$ cat config.mk
export PLATFORM = sky130hd
export DESIGN_NAME = mwms_ctrl
export DESIGN_NICKNAME = d
export VERILOG_FILES = /design/src/design/mwms_pkg.sv /design/src/design/mwms_ctrl.sv
export SDC_FILE = /design/constraint.sdc
export NUM_CORES = 1
export LEC_CHECK = 0
export BUFFER_PORTS_ARGS = -buffer_cell sky130_fd_sc_hd__buf_2
export CAP_MARGIN = 20
export CORE_AREA = 2 2 39 41
export CTS_CLUSTER_SIZE = 20
export DETAILED_ROUTE_END_ITERATION = 8
export DIE_AREA = 0 0 41 43
export PLACE_DENSITY = 0.61
export SLEW_MARGIN = 10
export SYNTH_ARGS = -nofsm -noshare
export SYNTH_HDL_FRONTEND = slang
export SYNTH_SLANG_ARGS = --single-unit
$ cat constraint.sdc
create_clock -name clk -period 2.3 [get_ports clk]
set_input_delay 0.23 -clock clk [delete_from_list [all_inputs] [get_ports clk]]
set_output_delay 0.23 -clock clk [all_outputs]
set_load 0.01 [all_outputs]
$ cat src/design/mwms_pkg.sv
// Shared constants, codes and controller/datapath interface types.
`timescale 1ns / 1ps
package mwms_pkg;

  localparam int VALUE_BITS = 16;
  localparam int MAX_SIDE   = 64;
  localparam int SIDE_BITS  = $clog2(MAX_SIDE);
  localparam int ADDR_BITS  = 2 * SIDE_BITS;
  localparam int GRID_DEPTH = MAX_SIDE * MAX_SIDE;
  localparam int CNT_BITS   = ADDR_BITS + 1;
  localparam int CFG_W      = 7;
  localparam int CFG_IDX_W  = 2;
  localparam int BOUND_BITS = VALUE_BITS + 1;

  localparam logic [CFG_IDX_W-1:0] CFG_SIDE_LEN = 2'd0;
  localparam logic [CFG_IDX_W-1:0] CFG_WINDOW   = 2'd1;

  // Window corner selects for the four prefix lookups
  localparam logic [1:0] CRN_BR = 2'd0;  // (i, j)
  localparam logic [1:0] CRN_TR = 2'd1;  // (i-k, j)
  localparam logic [1:0] CRN_BL = 2'd2;  // (i, j-k)
  localparam logic [1:0] CRN_TL = 2'd3;  // (i-k, j-k)

  typedef struct packed {
    logic       load_wr;
    logic       search_init;
    logic       probe_init;
    logic       p1_issue;
    logic       p1_write;
    logic       p2_init;
    logic       p2_issue;
    logic [1:0] issue_sel;
    logic       p2_acc;
    logic [1:0] acc_sel;
    logic       p2_check;
    logic       probe_end;
    logic       result_load;
  } mwms_cmd_t;

  typedef struct packed {
    logic load_done;
    logic last_cell;
    logic win_fits;
    logic cell_fail;
    logic search_more;
  } mwms_sts_t;

endpackage

$ cat src/design/mwms_ctrl.sv
// Sequencer for loading, threshold probes and result handoff.
`timescale 1ns / 1ps
module mwms_ctrl (
  input  logic               clk,
  input  logic               rst_n,
  input  logic               in_valid,
  output logic               in_stall,
  output logic               out_valid,
  input  logic               out_stall,
  input  mwms_pkg::mwms_sts_t sts,
  output mwms_pkg::mwms_cmd_t cmd
);
  import mwms_pkg::*;

  typedef enum logic [3:0] {
    S_IDLE, S_TEST, S_P1_RD, S_P1_WR, S_P2_A0, S_P2_A1, S_P2_A2, S_P2_A3,
    S_P2_CHK, S_P_END
  } state_t;

  state_t state_r, state_nxt;
  logic   out_valid_r, out_valid_nxt;
  logic   accept;

  // Hold off all input during a search, and the grid-completing transaction while a result is still pending
  assign in_stall  = (state_r != S_IDLE) || (out_valid_r && sts.load_done);
  assign accept    = in_valid && !in_stall;
  assign out_valid = out_valid_r;

  // Next state and commands
  always_comb begin
    state_nxt     = state_r;
    out_valid_nxt = out_valid_r && out_stall;
    cmd           = '0;
    unique case (state_r)
      S_IDLE: begin
        if (accept) begin
          cmd.load_wr = 1'b1;
          if (sts.load_done) begin
            cmd.search_init = 1'b1;
            state_nxt       = S_TEST;
          end
        end
      end
      S_TEST: begin
        if (sts.search_more) begin
          cmd.probe_init = 1'b1;
          state_nxt      = S_P1_RD;
        end else begin
          cmd.result_load = 1'b1;
          out_valid_nxt   = 1'b1;
          state_nxt       = S_IDLE;
        end
      end
      S_P1_RD: begin
        cmd.p1_issue = 1'b1;
        state_nxt    = S_P1_WR;
      end
      S_P1_WR: begin
        cmd.p1_write = 1'b1;
        if (sts.last_cell) begin
          if (sts.win_fits) begin
            cmd.p2_init = 1'b1;
            state_nxt   = S_P2_A0;
          end else begin
            state_nxt = S_P_END;
          end
        end else begin
          state_nxt = S_P1_RD;
        end
      end
      S_P2_A0: begin
        cmd.p2_issue  = 1'b1;
        cmd.issue_sel = CRN_BR;
        state_nxt     = S_P2_A1;
      end
      S_P2_A1: begin
        cmd.p2_acc    = 1'b1;
        cmd.acc_sel   = CRN_BR;
        cmd.p2_issue  = 1'b1;
        cmd.issue_sel = CRN_TR;
        state_nxt     = S_P2_A2;
      end
      S_P2_A2: begin
        cmd.p2_acc    = 1'b1;
        cmd.acc_sel   = CRN_TR;
        cmd.p2_issue  = 1'b1;
        cmd.issue_sel = CRN_BL;
        state_nxt     = S_P2_A3;
      end
      S_P2_A3: begin
        cmd.p2_acc    = 1'b1;
        cmd.acc_sel   = CRN_BL;
        cmd.p2_issue  = 1'b1;
        cmd.issue_sel = CRN_TL;
        state_nxt     = S_P2_CHK;
      end
      S_P2_CHK: begin
        cmd.p2_check = 1'b1;
        state_nxt    = (sts.cell_fail || sts.last_cell) ? S_P_END : S_P2_A0;
      end
      S_P_END: begin
        cmd.probe_end = 1'b1;
        state_nxt     = S_TEST;
      end
      default: state_nxt = S_IDLE;
    endcase
  end

  // State and registered outputs
  always_ff @(posedge clk) begin
    if (!rst_n) begin
      state_r     <= S_IDLE;
      out_valid_r <= 1'b0;
    end else begin
      state_r     <= state_nxt;
      out_valid_r <= out_valid_nxt;
    end
  end

endmodule

==> key figures <==
Flow run
  – Max Cap Viol: 0

STA
  – Setup Skew: 0.00346 ns
  – Setup WS post-layout: 0.550 ns
  – Fin crit share: 76.1%
  – Slew margin rel.: 68.1%
  – Endpoints failing setup: 0
  – Max Slew Vio Count: 0
  – Worst Tran Pin Value: 0.471 ns
  – Setup TNS: 0 ns
  – Hold Violations, Final: 0
  – F_max: 571 MHz
  – Tmin final: 1.75 ns
  – RSZ-0062 raised after global routing: false

Finish
  – Nets: 88
  – FF/Latch Area: 100 um2
  – Post-layout util: 41.1%
  – Area grow syn2layout: 36.2%
  – Share of layout cells above drive strength 1: 38.5%
  – Post-layout instance area: 569 um2
  – N_diodes: 0
  – Fillers: 146
  – Multi-input logic area: 294 um2
  – Most frequent cells in the layout: buf_2 (25), dfxtp_1 (5), and2_1 (4), a21oi_1 (4)
  – Most common cell after layout, fill and taps aside: buf_2

Setup path
  – Critical Path AT: 1.52 ns
  – CP peak stage delay: 0.57 ns
  – CP Launch Type: flip-flop
  – Type of destination of the critical path: output pin
  – CP max-delay cell: dfxtp_1
  – CP Max Fanout: 16
  – Setup Crit Path Kind: flip-flop to output pin
  – Worst path required time: 2.07 ns
  – Cell breakdown of the critical path: and2b_1 -> and2_1 -> nor2b_1 -> buf_2
  – Reg2reg start: state_r[1]
  – Crit. Startpoint: state_r[3]

Clock tree
  – Postcts setup bufs: 0
  – Num CTS Buffers: 3
  – Post-cts hold buffer count: 0
  – Clock transition at path regs: 0.04 ns
  – CTS root buf: clkbuf_4
  – H-tree Lvls: 1
  – Post-CTS sizing: 0
  – Worst-case clock buffer depth: 2
  – Clk_lat worst skew: 0.24 ns
  – CTS tree: done
  – Sink Count: 5

Synth
  – Ys async rst share: 0%
  – Sequential fraction of the synthesis area: 24.0%
  – Mapped Cells: 53
  – Post-Synthesis Cell Area: 418 um2
  – Yosys Warn Count: 0
  – Synth Flop Type: dfxtp_1
  – Largest family of logic cells by synthesized area: simple AND/OR/NAND/NOR gates
  – Post-synthesis mux area share: 0%
  – Netlist cell types: 26
  – Synth Area in Compound Gates: 23.1%
  – EDFF count, synth: 0
  – Synthesized flop and latch total: 5
  – XOR/XNOR share of the synthesized area: 0%
  – Post-Syn Nets: 62
  – Synth Area in Simple Gates: 47.3%
  – Adder-cell share of the synthesized area: 0%
  – Syn avg cell area: 7.88 um2

Floorplanning
  – Die area: 1760 um2
  – Num ports: 26
  – Initial core utilization: 30.2%
  – Core area: 1380 um2
  – Die H: 43 um
  – Die X: 41 um
  – Row cnt: 14

Drt
  – First-pass iteration count of the detailed router: 3
  – Routed len/inst: 11.1 um
  – Drt drc: 0
  – Final wirelength: 1050 um
  – DRT antenna net count: 0
  – Via/cell ratio: 5.23
  – Vias: 492
  – DR iter-0 viols: 1

Global route
  – Global-route wire length before repair: 1660 um
  – Number of global-route vias before repair: 384
  – Total gr overflow: 0
  – Pin count of the biggest net entering global routing: 18
  – GRT Util Overall: 13.5%
  – Initial antenna violation count: 0

Min path
  – Hold Path Class: input pin to flip-flop
  – Hold wc startpoint: rst_n

Power and ir drop
  – Peak supply drop: 0.218 mV
  – Leak: 0.277 nW
  – Pwr dens: 416 nW/um2

Place
  – GP Congestion: 0.680
  – PortBufs: 25
  – Final HPWL DP: 810 um
  – Pre-CTS setup slack: 0.808 ns
  – Area post-placement: 543 um2

Run status
  – Run status: finished, final reports clean
final timing paths:
| check | endpoint | slack [ns] | cells after the start |
|---|---|---|---|
| hold reg to reg | out_valid | 0.61 | 2 |
| setup / recovery | cmd[3] | 0.55 | 4 |
| setup reg to reg | state_r[1] | 0.80 | 3 |
| hold / removal | out_valid | 0.23 | 2 |
per-stage QoR:
stage	cells	total power [mW]	hold slack, ns
2_1_floorplan	53	0.120	0.347
3_3_place_gp	90	0.139	0.476
3_5_place_dp	90	0.139	0.480
4_1_cts	94	0.242	0.230
5_1_grt	94	0.254	0.219
6_report	94	0.237	0.235
worst max-delay path: cells and delay by family, from the launching register on:
kind	cells	cell delay, ns
buffers and inverters	1	0.15
DFF	1	0.57
and+or+nand+nor	3	0.56
layer usage:
metal  GRT usage (%)  vias up  routed length (um)
li1                -      254                   -
met1            19.0      227                 511
met5               0        -                   0
met2            18.8       11                 485
met4            6.00        0                   0
met3            3.14        0                  52
where the power goes:
group	total, mW	switching (mW)	internal [mW]
Combinational	0.0406	0.0204	0.0202
Clock	0.0990	0.0336	0.0654
Sequential	0.0974	0.00779	0.0896
layout make-up:
type | instances | area share [%]
multi-input combinational | 43 | 51.6
inverter | 1 | 0.659
tap | 16 | 3.52
timing repair buffer | 25 | 22.0
clock buffer | 4 | 4.62
sequential | 5 | 17.6
synthesized netlist by cell type, types with 2 or more instances:
master | count | area share (%)
nor2b_1 | 2 | 3.0
dfxtp_1 | 5 | 24
o21a_1 | 2 | 3.6
nor4b_1 | 3 | 6.3
a21oi_1 | 4 | 4.8
and3_1 | 2 | 3.0
buf_2 | 4 | 4.8
o21ai_0 | 3 | 3.6
nor4bb_1 | 2 | 4.8
nand2_1 | 3 | 2.7
nor4_1 | 3 | 4.5
nor2_1 | 3 | 2.7
and2_1 | 4 | 6.0
logic make-up after synthesis:
| family | count (synthesis) |
|---|---|
| flops | 5 |
| buf+inv | 5 |
| simple gates | 29 |
| compound gates | 14 |
registers in the layout, summed over array words and instances (netlist names):
| name | count |
|---|---|
| out_valid | 1 |
| state_r | 4 |
Power figures use the tool's default switching activity.
